==> src/trapezoid_integrator_assert.svh <==
// Assertion macros for the trapezoid integrator.
// Included by the top level; relies on aclk and aresetn in the including scope.
`ifndef TRAPEZOID_INTEGRATOR_ASSERT_SVH
`define TRAPEZOID_INTEGRATOR_ASSERT_SVH

// Same-cycle implication checked on every active clock edge.
`define TI_ASSERT_NOW(label, ante, cons) \
    label: assert property (@(posedge aclk) disable iff (!aresetn) (ante) |-> (cons)) \
        else $error("trapezoid_integrator: same-cycle check failed");

// Next-cycle implication checked on every active clock edge.
`define TI_ASSERT_NEXT(label, ante, cons) \
    label: assert property (@(posedge aclk) disable iff (!aresetn) (ante) |=> (cons)) \
        else $error("trapezoid_integrator: next-cycle check failed");

`endif

==> src/ti_pkg.sv <==
// Shared types and constants for the trapezoid integrator.
// Used by the controller, the datapath, the divider and the top level.
package ti_pkg;

    localparam int LimitWidth  = 24;
    localparam int CountBits   = 16;
    localparam int FracBits    = 16;
    localparam int FxBits      = 30;
    localparam int ResultWidth = 32;
    localparam int QuotWidth   = 31;
    localparam int CntWidth    = $clog2(QuotWidth);

    typedef enum logic [3:0] {
        ST_IDLE,
        ST_STEP_GO,
        ST_STEP_WAIT,
        ST_X,
        ST_SQ,
        ST_F_GO,
        ST_F_WAIT,
        ST_MEAN_GO,
        ST_MEAN_WAIT,
        ST_MUL,
        ST_OUT
    } state_t;

    typedef enum logic [1:0] {
        DIV_STEP,
        DIV_INTEG,
        DIV_MEAN
    } div_op_t;

    typedef struct packed {
        logic    load_in;
        logic    div_start;
        div_op_t div_op;
        logic    latch_step;
        logic    calc_x;
        logic    calc_sq;
        logic    accum;
        logic    latch_mean;
        logic    calc_prod;
        logic    load_out;
    } cmd_t;

    typedef struct packed {
        logic count_zero;
        logic div_done;
        logic div_busy;
        logic last_sample;
        logic out_busy;
    } sts_t;

endpackage

==> src/ti_div.sv <==
// Restoring serial divider, one quotient bit per cycle.
// Depends on ti_pkg for the quotient width; the initial remainder must be below the divisor.
module ti_div (
    input  logic                          aclk,
    input  logic                          aresetn,
    input  logic                          start,
    input  logic [ti_pkg::QuotWidth-1:0]  rem_init,
    input  logic [ti_pkg::QuotWidth-1:0]  low,
    input  logic [ti_pkg::QuotWidth-1:0]  divisor,
    output logic                          busy,
    output logic                          done,
    output logic [ti_pkg::QuotWidth-1:0]  quot,
    output logic [ti_pkg::QuotWidth-1:0]  rem
);

    localparam int W = ti_pkg::QuotWidth;

    logic                          busy_reg, busy_next;
    logic                          done_reg, done_next;
    logic [ti_pkg::CntWidth-1:0]   cnt_reg, cnt_next;
    logic [W-1:0]                  rem_reg, rem_next;
    logic [W-1:0]                  work_reg, work_next;
    logic [W-1:0]                  dvs_reg, dvs_next;
    logic [W:0]                    trial;
    logic [W:0]                    diff;
    logic                          ge;

    // One shift-and-subtract step per cycle.
    always_comb begin
        trial     = {rem_reg, work_reg[W-1]};
        diff      = trial - {1'b0, dvs_reg};
        ge        = (trial >= {1'b0, dvs_reg});
        busy_next = busy_reg;
        done_next = 1'b0;
        cnt_next  = cnt_reg;
        rem_next  = rem_reg;
        work_next = work_reg;
        dvs_next  = dvs_reg;
        if (start) begin
            busy_next = 1'b1;
            cnt_next  = '0;
            rem_next  = rem_init;
            work_next = low;
            dvs_next  = divisor;
        end else if (busy_reg) begin
            rem_next  = ge ? diff[W-1:0] : trial[W-1:0];
            work_next = {work_reg[W-2:0], ge};
            cnt_next  = cnt_reg + 1'b1;
            if (cnt_reg == ti_pkg::CntWidth'(W - 1)) begin
                busy_next = 1'b0;
                done_next = 1'b1;
            end
        end
    end

    // Control registers are reset; the data registers are not.
    always_ff @(posedge aclk) begin
        if (!aresetn) begin
            busy_reg <= 1'b0;
            done_reg <= 1'b0;
            cnt_reg  <= '0;
        end else begin
            busy_reg <= busy_next;
            done_reg <= done_next;
            cnt_reg  <= cnt_next;
        end
        rem_reg  <= rem_next;
        work_reg <= work_next;
        dvs_reg  <= dvs_next;
    end

    assign busy = busy_reg;
    assign done = done_reg;
    assign quot = work_reg;
    assign rem  = rem_reg;

endmodule

==> src/ti_dp.sv <==
// Datapath of the trapezoid integrator: sample points, integrand, sum and final scaling.
// Depends on ti_pkg and instantiates the serial divider ti_div.
module ti_dp (
    input  logic                                  aclk,
    input  logic                                  aresetn,
    input  ti_pkg::cmd_t                          cmd,
    output ti_pkg::sts_t                          sts,
    input  logic signed [ti_pkg::LimitWidth-1:0]  s_lower_limit,
    input  logic signed [ti_pkg::LimitWidth-1:0]  s_upper_limit,
    input  logic        [15:0]                    s_interval_count,
    input  logic                                  m_ready,
    output logic                                  m_valid,
    output logic signed [ti_pkg::ResultWidth-1:0] m_integral
);

    localparam int LW = ti_pkg::LimitWidth;
    localparam int CB = ti_pkg::CountBits;
    localparam int QW = ti_pkg::QuotWidth;
    localparam int DW = LW + 1;
    localparam int SW = 2 * LW - 1;
    localparam int SUMW = 48;
    localparam int PW = QW + DW;

    logic signed [LW-1:0]  lo_reg;
    logic [CB-1:0]         n_reg;
    logic                  neg_reg;
    logic [DW-1:0]         dmag_reg;
    logic [DW-1:0]         stepq_reg;
    logic [CB-1:0]         stepr_reg;
    logic [DW-1:0]         qacc_reg, qacc_next;
    logic [CB:0]           racc_sum;
    logic [CB-1:0]         racc_reg, racc_next;
    logic [CB-1:0]         idx_reg;
    logic [LW-1:0]         mag_reg;
    logic [QW-1:0]         den_reg;
    logic [SUMW-1:0]       sum_reg;
    logic [QW-1:0]         avg_reg;
    logic [PW-1:0]         prod_reg;
    logic                  valid_reg;
    logic [ti_pkg::ResultWidth-1:0] out_reg;

    logic signed [DW:0]    d_full;
    logic signed [LW+1:0]  x_full;
    logic signed [LW+1:0]  off_full;
    logic [SW-1:0]         sq;
    logic [SUMW-1:0]       sn;
    logic [QW:0]           term;
    logic [PW-1:0]         rnd;
    logic [PW-ti_pkg::FxBits-1:0] rmag;
    logic [ti_pkg::ResultWidth-1:0] rounded;
    logic                  last;

    logic [QW-1:0] div_rem_init, div_low, div_divisor, div_quot, div_rem;
    logic          div_busy, div_done;

    // Operand selection for the shared divider.
    always_comb begin
        sn = sum_reg + SUMW'(n_reg);
        case (cmd.div_op)
            ti_pkg::DIV_STEP: begin
                div_rem_init = '0;
                div_low      = QW'(dmag_reg);
                div_divisor  = QW'(n_reg);
            end
            ti_pkg::DIV_INTEG: begin
                div_rem_init = QW'(1) << (ti_pkg::FxBits - (QW - ti_pkg::FracBits));
                div_low      = {1'b0, den_reg[QW-1:1]};
                div_divisor  = den_reg;
            end
            ti_pkg::DIV_MEAN: begin
                div_rem_init = QW'(sn[SUMW-1:QW]);
                div_low      = sn[QW-1:0];
                div_divisor  = QW'({n_reg, 1'b0});
            end
            default: begin
                div_rem_init = '0;
                div_low      = '0;
                div_divisor  = '0;
            end
        endcase
    end

    ti_div u_div (
        .aclk     (aclk),
        .aresetn  (aresetn),
        .start    (cmd.div_start),
        .rem_init (div_rem_init),
        .low      (div_low),
        .divisor  (div_divisor),
        .busy     (div_busy),
        .done     (div_done),
        .quot     (div_quot),
        .rem      (div_rem)
    );

    // Sample point, its square and the integrand denominator.
    always_comb begin
        d_full   = (DW+1)'(s_upper_limit) - (DW+1)'(s_lower_limit);
        off_full = neg_reg ? -(LW+2)'(qacc_reg) : (LW+2)'(qacc_reg);
        x_full   = (LW+2)'(lo_reg) + off_full;
        sq       = SW'(mag_reg) * SW'(mag_reg);
        last     = (idx_reg == n_reg);
        term     = (last || idx_reg == '0) ? {1'b0, div_quot} : {div_quot, 1'b0};
        racc_sum = {1'b0, racc_reg} + {1'b0, stepr_reg};
        qacc_next = qacc_reg + stepq_reg;
        racc_next = racc_sum[CB-1:0];
        if (racc_sum >= {1'b0, n_reg}) begin
            qacc_next = qacc_reg + stepq_reg + 1'b1;
            racc_next = CB'(racc_sum - {1'b0, n_reg});
        end
    end

    // Final rounding half away from zero and sign.
    always_comb begin
        rnd     = prod_reg + (PW'(1) << (ti_pkg::FxBits - 1));
        rmag    = rnd[PW-1:ti_pkg::FxBits];
        rounded = neg_reg ? -ti_pkg::ResultWidth'(rmag) : ti_pkg::ResultWidth'(rmag);
    end

    // Datapath registers, loaded under controller command.
    always_ff @(posedge aclk) begin
        if (cmd.load_in) begin
            lo_reg   <= s_lower_limit;
            n_reg    <= s_interval_count[CB-1:0];
            neg_reg  <= d_full[DW];
            dmag_reg <= d_full[DW] ? DW'(-d_full) : d_full[DW-1:0];
        end
        if (cmd.latch_step) begin
            stepq_reg <= div_quot[DW-1:0];
            stepr_reg <= div_rem[CB-1:0];
            qacc_reg  <= '0;
            racc_reg  <= '0;
            idx_reg   <= '0;
            sum_reg   <= '0;
        end
        if (cmd.calc_x) begin
            mag_reg <= x_full[LW+1] ? LW'(-x_full) : x_full[LW-1:0];
        end
        if (cmd.calc_sq) begin
            den_reg <= (QW'(1) << ti_pkg::FracBits) + QW'(sq >> ti_pkg::FracBits);
        end
        if (cmd.accum) begin
            sum_reg <= sum_reg + SUMW'(term);
            if (!last) begin
                idx_reg  <= idx_reg + 1'b1;
                qacc_reg <= qacc_next;
                racc_reg <= racc_next;
            end
        end
        if (cmd.latch_mean) begin
            avg_reg <= div_quot;
        end
        if (cmd.calc_prod) begin
            prod_reg <= PW'(avg_reg) * PW'(dmag_reg);
        end
        if (cmd.load_out) begin
            out_reg <= (n_reg == '0) ? '0 : rounded;
        end
    end

    // Output valid flag.
    always_ff @(posedge aclk) begin
        if (!aresetn) begin
            valid_reg <= 1'b0;
        end else if (cmd.load_out) begin
            valid_reg <= 1'b1;
        end else if (m_ready) begin
            valid_reg <= 1'b0;
        end
    end

    assign sts.count_zero  = (n_reg == '0);
    assign sts.div_done    = div_done;
    assign sts.div_busy    = div_busy;
    assign sts.last_sample = last;
    assign sts.out_busy    = valid_reg;
    assign m_valid         = valid_reg;
    assign m_integral      = out_reg;

endmodule

==> src/ti_ctrl.sv <==
// Controller state machine of the trapezoid integrator.
// Depends on ti_pkg; drives the datapath through a command struct.
module ti_ctrl (
    input  logic         aclk,
    input  logic         aresetn,
    input  logic         s_valid,
    output logic         s_ready,
    input  logic         m_ready,
    input  ti_pkg::sts_t sts,
    output ti_pkg::cmd_t cmd
);

    ti_pkg::state_t state_reg, state_next;

    // State register.
    always_ff @(posedge aclk) begin
        if (!aresetn) begin
            state_reg <= ti_pkg::ST_IDLE;
        end else begin
            state_reg <= state_next;
        end
    end

    // Next state and commands.
    always_comb begin
        state_next = state_reg;
        cmd        = '0;
        cmd.div_op = ti_pkg::DIV_STEP;
        s_ready    = 1'b0;
        case (state_reg)
            ti_pkg::ST_IDLE: begin
                s_ready = 1'b1;
                if (s_valid) begin
                    cmd.load_in = 1'b1;
                    state_next  = ti_pkg::ST_STEP_GO;
                end
            end
            ti_pkg::ST_STEP_GO: begin
                if (sts.count_zero) begin
                    state_next = ti_pkg::ST_OUT;
                end else begin
                    cmd.div_start = 1'b1;
                    state_next    = ti_pkg::ST_STEP_WAIT;
                end
            end
            ti_pkg::ST_STEP_WAIT: begin
                if (sts.div_done) begin
                    cmd.latch_step = 1'b1;
                    state_next     = ti_pkg::ST_X;
                end
            end
            ti_pkg::ST_X: begin
                cmd.calc_x = 1'b1;
                state_next = ti_pkg::ST_SQ;
            end
            ti_pkg::ST_SQ: begin
                cmd.calc_sq = 1'b1;
                state_next  = ti_pkg::ST_F_GO;
            end
            ti_pkg::ST_F_GO: begin
                cmd.div_op    = ti_pkg::DIV_INTEG;
                cmd.div_start = 1'b1;
                state_next    = ti_pkg::ST_F_WAIT;
            end
            ti_pkg::ST_F_WAIT: begin
                if (sts.div_done) begin
                    cmd.accum  = 1'b1;
                    state_next = sts.last_sample ? ti_pkg::ST_MEAN_GO : ti_pkg::ST_X;
                end
            end
            ti_pkg::ST_MEAN_GO: begin
                cmd.div_op    = ti_pkg::DIV_MEAN;
                cmd.div_start = 1'b1;
                state_next    = ti_pkg::ST_MEAN_WAIT;
            end
            ti_pkg::ST_MEAN_WAIT: begin
                if (sts.div_done) begin
                    cmd.latch_mean = 1'b1;
                    state_next     = ti_pkg::ST_MUL;
                end
            end
            ti_pkg::ST_MUL: begin
                cmd.calc_prod = 1'b1;
                state_next    = ti_pkg::ST_OUT;
            end
            ti_pkg::ST_OUT: begin
                if (!sts.out_busy || m_ready) begin
                    cmd.load_out = 1'b1;
                    state_next   = ti_pkg::ST_IDLE;
                end
            end
            default: begin
                state_next = ti_pkg::ST_IDLE;
            end
        endcase
    end

endmodule

==> src/trapezoid_integrator.sv <==
// Top level of the trapezoid integrator: controller plus datapath.
// Depends on ti_pkg, ti_ctrl, ti_dp and the assertion macro header.
//
// Channel   Direction  Payload
// s_        in         lower_limit, upper_limit (Q7.16), interval_count
// m_        out        integral (Q15.16)
//
// Each of the n+1 sample points of an item waits on the serial divider that
// forms the integrand; a zero count goes from the step state straight to the
// output state and skips the divider. Reset is synchronous and active low.
// One item is worked at a time; a finished result waits in the output register
// and the next item is taken once that result has been loaded there.
`include "trapezoid_integrator_assert.svh"
module trapezoid_integrator (
    input  logic                                  aclk,
    input  logic                                  aresetn,
    input  logic                                  s_valid,
    output logic                                  s_ready,
    input  logic signed [ti_pkg::LimitWidth-1:0]  s_lower_limit,
    input  logic signed [ti_pkg::LimitWidth-1:0]  s_upper_limit,
    input  logic        [15:0]                    s_interval_count,
    output logic                                  m_valid,
    input  logic                                  m_ready,
    output logic signed [ti_pkg::ResultWidth-1:0] m_integral
);

    ti_pkg::cmd_t cmd;
    ti_pkg::sts_t sts;

    ti_ctrl u_ctrl (
        .aclk    (aclk),
        .aresetn (aresetn),
        .s_valid (s_valid),
        .s_ready (s_ready),
        .m_ready (m_ready),
        .sts     (sts),
        .cmd     (cmd)
    );

    ti_dp u_dp (
        .aclk             (aclk),
        .aresetn          (aresetn),
        .cmd              (cmd),
        .sts              (sts),
        .s_lower_limit    (s_lower_limit),
        .s_upper_limit    (s_upper_limit),
        .s_interval_count (s_interval_count),
        .m_ready          (m_ready),
        .m_valid          (m_valid),
        .m_integral       (m_integral)
    );

    // An accepted item occupies the block for at least the next cycle.
    `TI_ASSERT_NEXT(a_busy_after_accept, s_valid && s_ready, !s_ready)
    // The divider is never restarted while it is still working.
    `TI_ASSERT_NOW(a_div_not_restarted, cmd.div_start, !sts.div_busy)
    // A result is never loaded over one that is still waiting.
    `TI_ASSERT_NOW(a_no_result_overwrite, cmd.load_out, !m_valid || m_ready)

endmodule

==> config.mk <==
export PLATFORM = sky130hd
export DESIGN_NAME = trapezoid_integrator
export DESIGN_NICKNAME = d
export VERILOG_FILES = /design/src/ti_pkg.sv /design/src/ti_div.sv /design/src/ti_dp.sv /design/src/ti_ctrl.sv /design/src/trapezoid_integrator.sv
export VERILOG_INCLUDE_DIRS = /design/src /design/src/src
export SDC_FILE = /design/constraint.sdc
export NUM_CORES = 2
export LEC_CHECK = 0
export BUFFER_PORTS_ARGS = -buffer_cell sky130_fd_sc_hd__buf_2
export CORE_ASPECT_RATIO = 1.75
export CORE_MARGIN = 2
export CORE_UTILIZATION = 35
export DETAILED_ROUTE_END_ITERATION = 6
export MAX_ROUTING_LAYER = met4
export PLACE_DENSITY = 0.47
export SLEW_MARGIN = 10
export SYNTH_ARGS = -nofsm -noshare
export SYNTH_HDL_FRONTEND = slang
export SYNTH_SLANG_ARGS = --single-unit
==> constraint.sdc <==
create_clock -name aclk -period 25.5 [get_ports aclk]
set_input_delay 6.375 -clock aclk [delete_from_list [all_inputs] [get_ports aclk]]
set_output_delay 6.375 -clock aclk [all_outputs]
set_load 0.005 [all_outputs]
==> flow_metrics.py <==
metrics = {
    "status": {
        "status": "finished with violations",
        "violations": "design-rule violations",
    },
    "critical_path": {
        "crit_family": "compound AO/OA/AOI/OAI gates",
        "cp.arrival_ps": 10540,
        "max_stage_delay_ps": 870,
        "endpoint_kind": "flip-flop",
        "crit_path_start": "s_lower_limit[0]",
        "reg2reg_to": "u_dp.den_reg[30]$_DFFE_PP_",
        "r2r_cells": 27,
        "path_max_fanout": 17,
        "cp_slowest_cell": "a31oi_1",
        "crit_buf_inv": 3,
        "startpoint_type": "input port",
        "worstPathCellList": "buf_2 > ha_1 > inv_1 > fa_1 > a21o_1 > a21oi_1 > o21ai_0 > a31oi_1 > a31oi_1 > a21o_1 > and2_1 > o21a_1 > o21ai_0 > a31oi_1 > inv_1 > o31ai_1 > xor2_1",
        "r2r_slack_ps": 16350,
        "r2r-start": "u_dp.mag_reg[12]$_DFFE_PP_",
        "path_class": "input port to flip-flop",
        "cp_data_required_time_ps": 25890,
        "cp_common_cell": "a31oi_1",
    },
    "cts": {
        "ctsRootBufferMaster": "clkbuf_16",
        "cts_tree": "yes",
        "cts_hold_buf": 0,
        "path_clk_slew_ps": 60,
        "htree_levels": 2,
        "clockBufferDepth": 3,
        "worst_skew_pair.late_latency_ps": 670,
        "post_cts_resized": 0,
        "cts_num_sinks": 462,
        "post_cts_buffers": 0,
        "numCtsBuffers": 48,
    },
    "global_route": {
        "grt_max_degree": 67,
        "gr-total-overflow": 0,
        "antenna_found_initial": 20,
        "grt_pass1_vias": 57000,
        "gr-usage-all-layers_pct": 23.3,
        "grt_pass1_wl_microns": 343000,
    },
    "floorplan": {
        "boundaryPins": 102,
        "core_area_sq_um": 197000,
        "start_util_pct": 35.1,
        "fp-row-count": 216,
        "die_h_microns": 593,
        "die_w_microns": 340,
        "dieArea_sq_um": 202000,
    },
    "placement": {
        "port_buffers": 101,
        "dpl-instance-area_sq_um": 72900,
        "place_congestion": 0.890,
        "hpwl_microns": 175000,
    },
    "routing": {
        "viasPerCell": 5.15,
        "routed-via-count": 51800,
        "drtIter0Drc": 2402,
        "drcViolationCount": 8,
        "top_layer": "met4",
        "totalWireLength_microns": 225000,
        "wl_met3_microns": 6240,
        "ant_nets": 0,
        "wl_met1_microns": 79200,
        "wl_per_cell_microns": 22.4,
        "wl_met2_microns": 126000,
        "dr.pass1.iters": 7,
    },
    "sta": {
        "tns_ps": 0,
        "rsz0062_at_grt": "false",
        "fin_skew_ps": 29.2,
        "fmax_mhz": 98.4,
        "setup_viol": 0,
        "finalHoldViolCount": 0,
        "worstMarginPinSlew_ps": 1170,
        "relSlewSlack_pct": 21.7,
        "finalCritPeriodShare_pct": 39.8,
        "drv_slew": 0,
        "whs_ps": 478,
        "min_period_ps": 10160,
    },
    "synthesis": {
        "synthesis.area_sq_um": 69300,
        "synthMostInstantiatedCell": "inv_1",
        "syn_nets": 9136,
        "synth_enable_flop_cells": 393,
        "synth_cell_types": 88,
        "seq_area_frac_synth_pct": 19.0,
        "synth_cells": 7423,
        "synth_top_cell_by_area": "fa_1",
        "synth_commonest_cells": "1,395 x inv_1, 1,093 x fa_1, 919 x nand2_1",
        "synth.top_cells.by_area": "fa_1 32%, edfxtp_1 17%, ha_1 10%",
        "netlist.area_leader.share_pct": 31.6,
        "synthArstFlopShare_pct": 0,
        "ys_seq_elements": 462,
        "synthFlopType": "edfxtp_1",
        "synth_warnings": 0,
        "avgSynthCellArea_sq_um": 9.34,
    },
    "final_layout": {
        "stdcell_area_sq_um": 74600,
        "multi_input_area_sq_um": 49900,
        "largest_reg_flops": 48,
        "seq_area_sq_um": 13200,
        "nets": 9103,
        "drive_above_1_share_pct": 5.17,
        "synthToLayoutAreaGrowth_pct": 7.55,
        "fill_cells": 20200,
    },
    "worst_hold_path": {
        "whs_endpoint": "u_dp.racc_reg[0]$_DFF_P_",
        "min_from": "u_dp.racc_reg[0]$_DFF_P_",
        "min_path_cells": 2,
        "hp-class": "flip-flop to flip-flop",
    },
    "job": {
        "cap_viol_max_count": 0,
    },
}
-- worst max-delay path by stage --
stage | endpoint | cells after the start
2_1_floorplan | u_dp.dmag_reg[13]$_DFFE_PP_ | 18
3_3_place_gp | u_dp.dmag_reg[22]$_DFFE_PP_ | 18
6_report | u_dp.dmag_reg[13]$_DFFE_PP_ | 17
5_1_grt | u_dp.dmag_reg[21]$_DFFE_PP_ | 17
3_5_place_dp | u_dp.dmag_reg[6]$_DFFE_PP_ | 17
4_1_cts | u_dp.dmag_reg[6]$_DFFE_PP_ | 17
-- layer usage --
metal  vias to the layer above  global-route usage (%)
met5                         -                       -
met4                         0                    11.7
met3                       472                    1.49
met2                      1092                    45.0
met1                     26600                    23.3
li1                      23600                       -
-- stage by stage --
step	setup slack, ps	util [%]	std cells
2_1_floorplan	15790	-	7423
3_3_place_gp	14770	36.9	9956
3_5_place_dp	14730	36.9	9956
4_1_cts	15450	37.8	10000
5_1_grt	14970	37.8	10100
6_report	15340	37.8	10100
-- worst register-to-register path, delay by kind of cell, from the launching register on --
kind	cells	cell delay, ps
buffers and inverters	6	670
AOI/OAI and AO/OA	5	1990
DFF	1	530
and+or+nand+nor	6	1350
adders and majority gates	8	3890
xor gates and xnor gates	1	220
muxes	1	250
-- cells by family after synthesis --
group / Yosys count / synth area share [%]
buffers and inverters: 1689 / 9.17
and+or+nand+nor: 2178 / 15.0
DFF: 462 / 19.0
muxes: 53 / 0.821
adders and majority gates: 1645 / 41.5
AOI/OAI and AO/OA: 974 / 9.12
xor gates and xnor gates: 422 / 5.35
-- area by class of cell --
class / instances / area share (%)
repair buffers: 209 / 1.77
clock buffers: 55 / 1.72
clock inverters: 33 / 0.510
diodes: 16 / 0.0537
well taps: 2616 / 4.39
inverters: 1397 / 7.03
multi-input cells: 5272 / 66.9
flip-flops and latches: 462 / 17.7
-- layout by cell type (no fill, tap or decap), drive strengths merged, types with 13 or more instances in the layout --
cell type,synthesis,layout
nor2b,45,45
xor2,178,178
inv,1395,1401
o22ai,23,23
nor3,86,86
diode,0,16
a21o,122,122
clkinv,2,20
o31a,13,13
a31oi,31,31
and2,413,413
fa,1093,1093
xnor2,244,244
buf,18,209
and3,59,59
or3,23,23
a211oi,33,33
o21ai,234,234
nand4,53,53
o21a,31,31
edfxtp,393,393
nand2b,38,38
a222oi,30,30
nor2,322,322
nand2,919,919
or2,25,25
clkbuf,273,55
o21bai,38,38
dfxtp,69,69
o211ai,20,20
nand3,119,119
o31ai,34,34
mux2,31,31
a21oi,254,254
mux2i,22,22
nor4,22,22
and4,13,13
ha,552,552
Power is left out: the tool's default activity adds up to more than one toggle a clock period on the data nets, which glitch-free logic cannot reach.
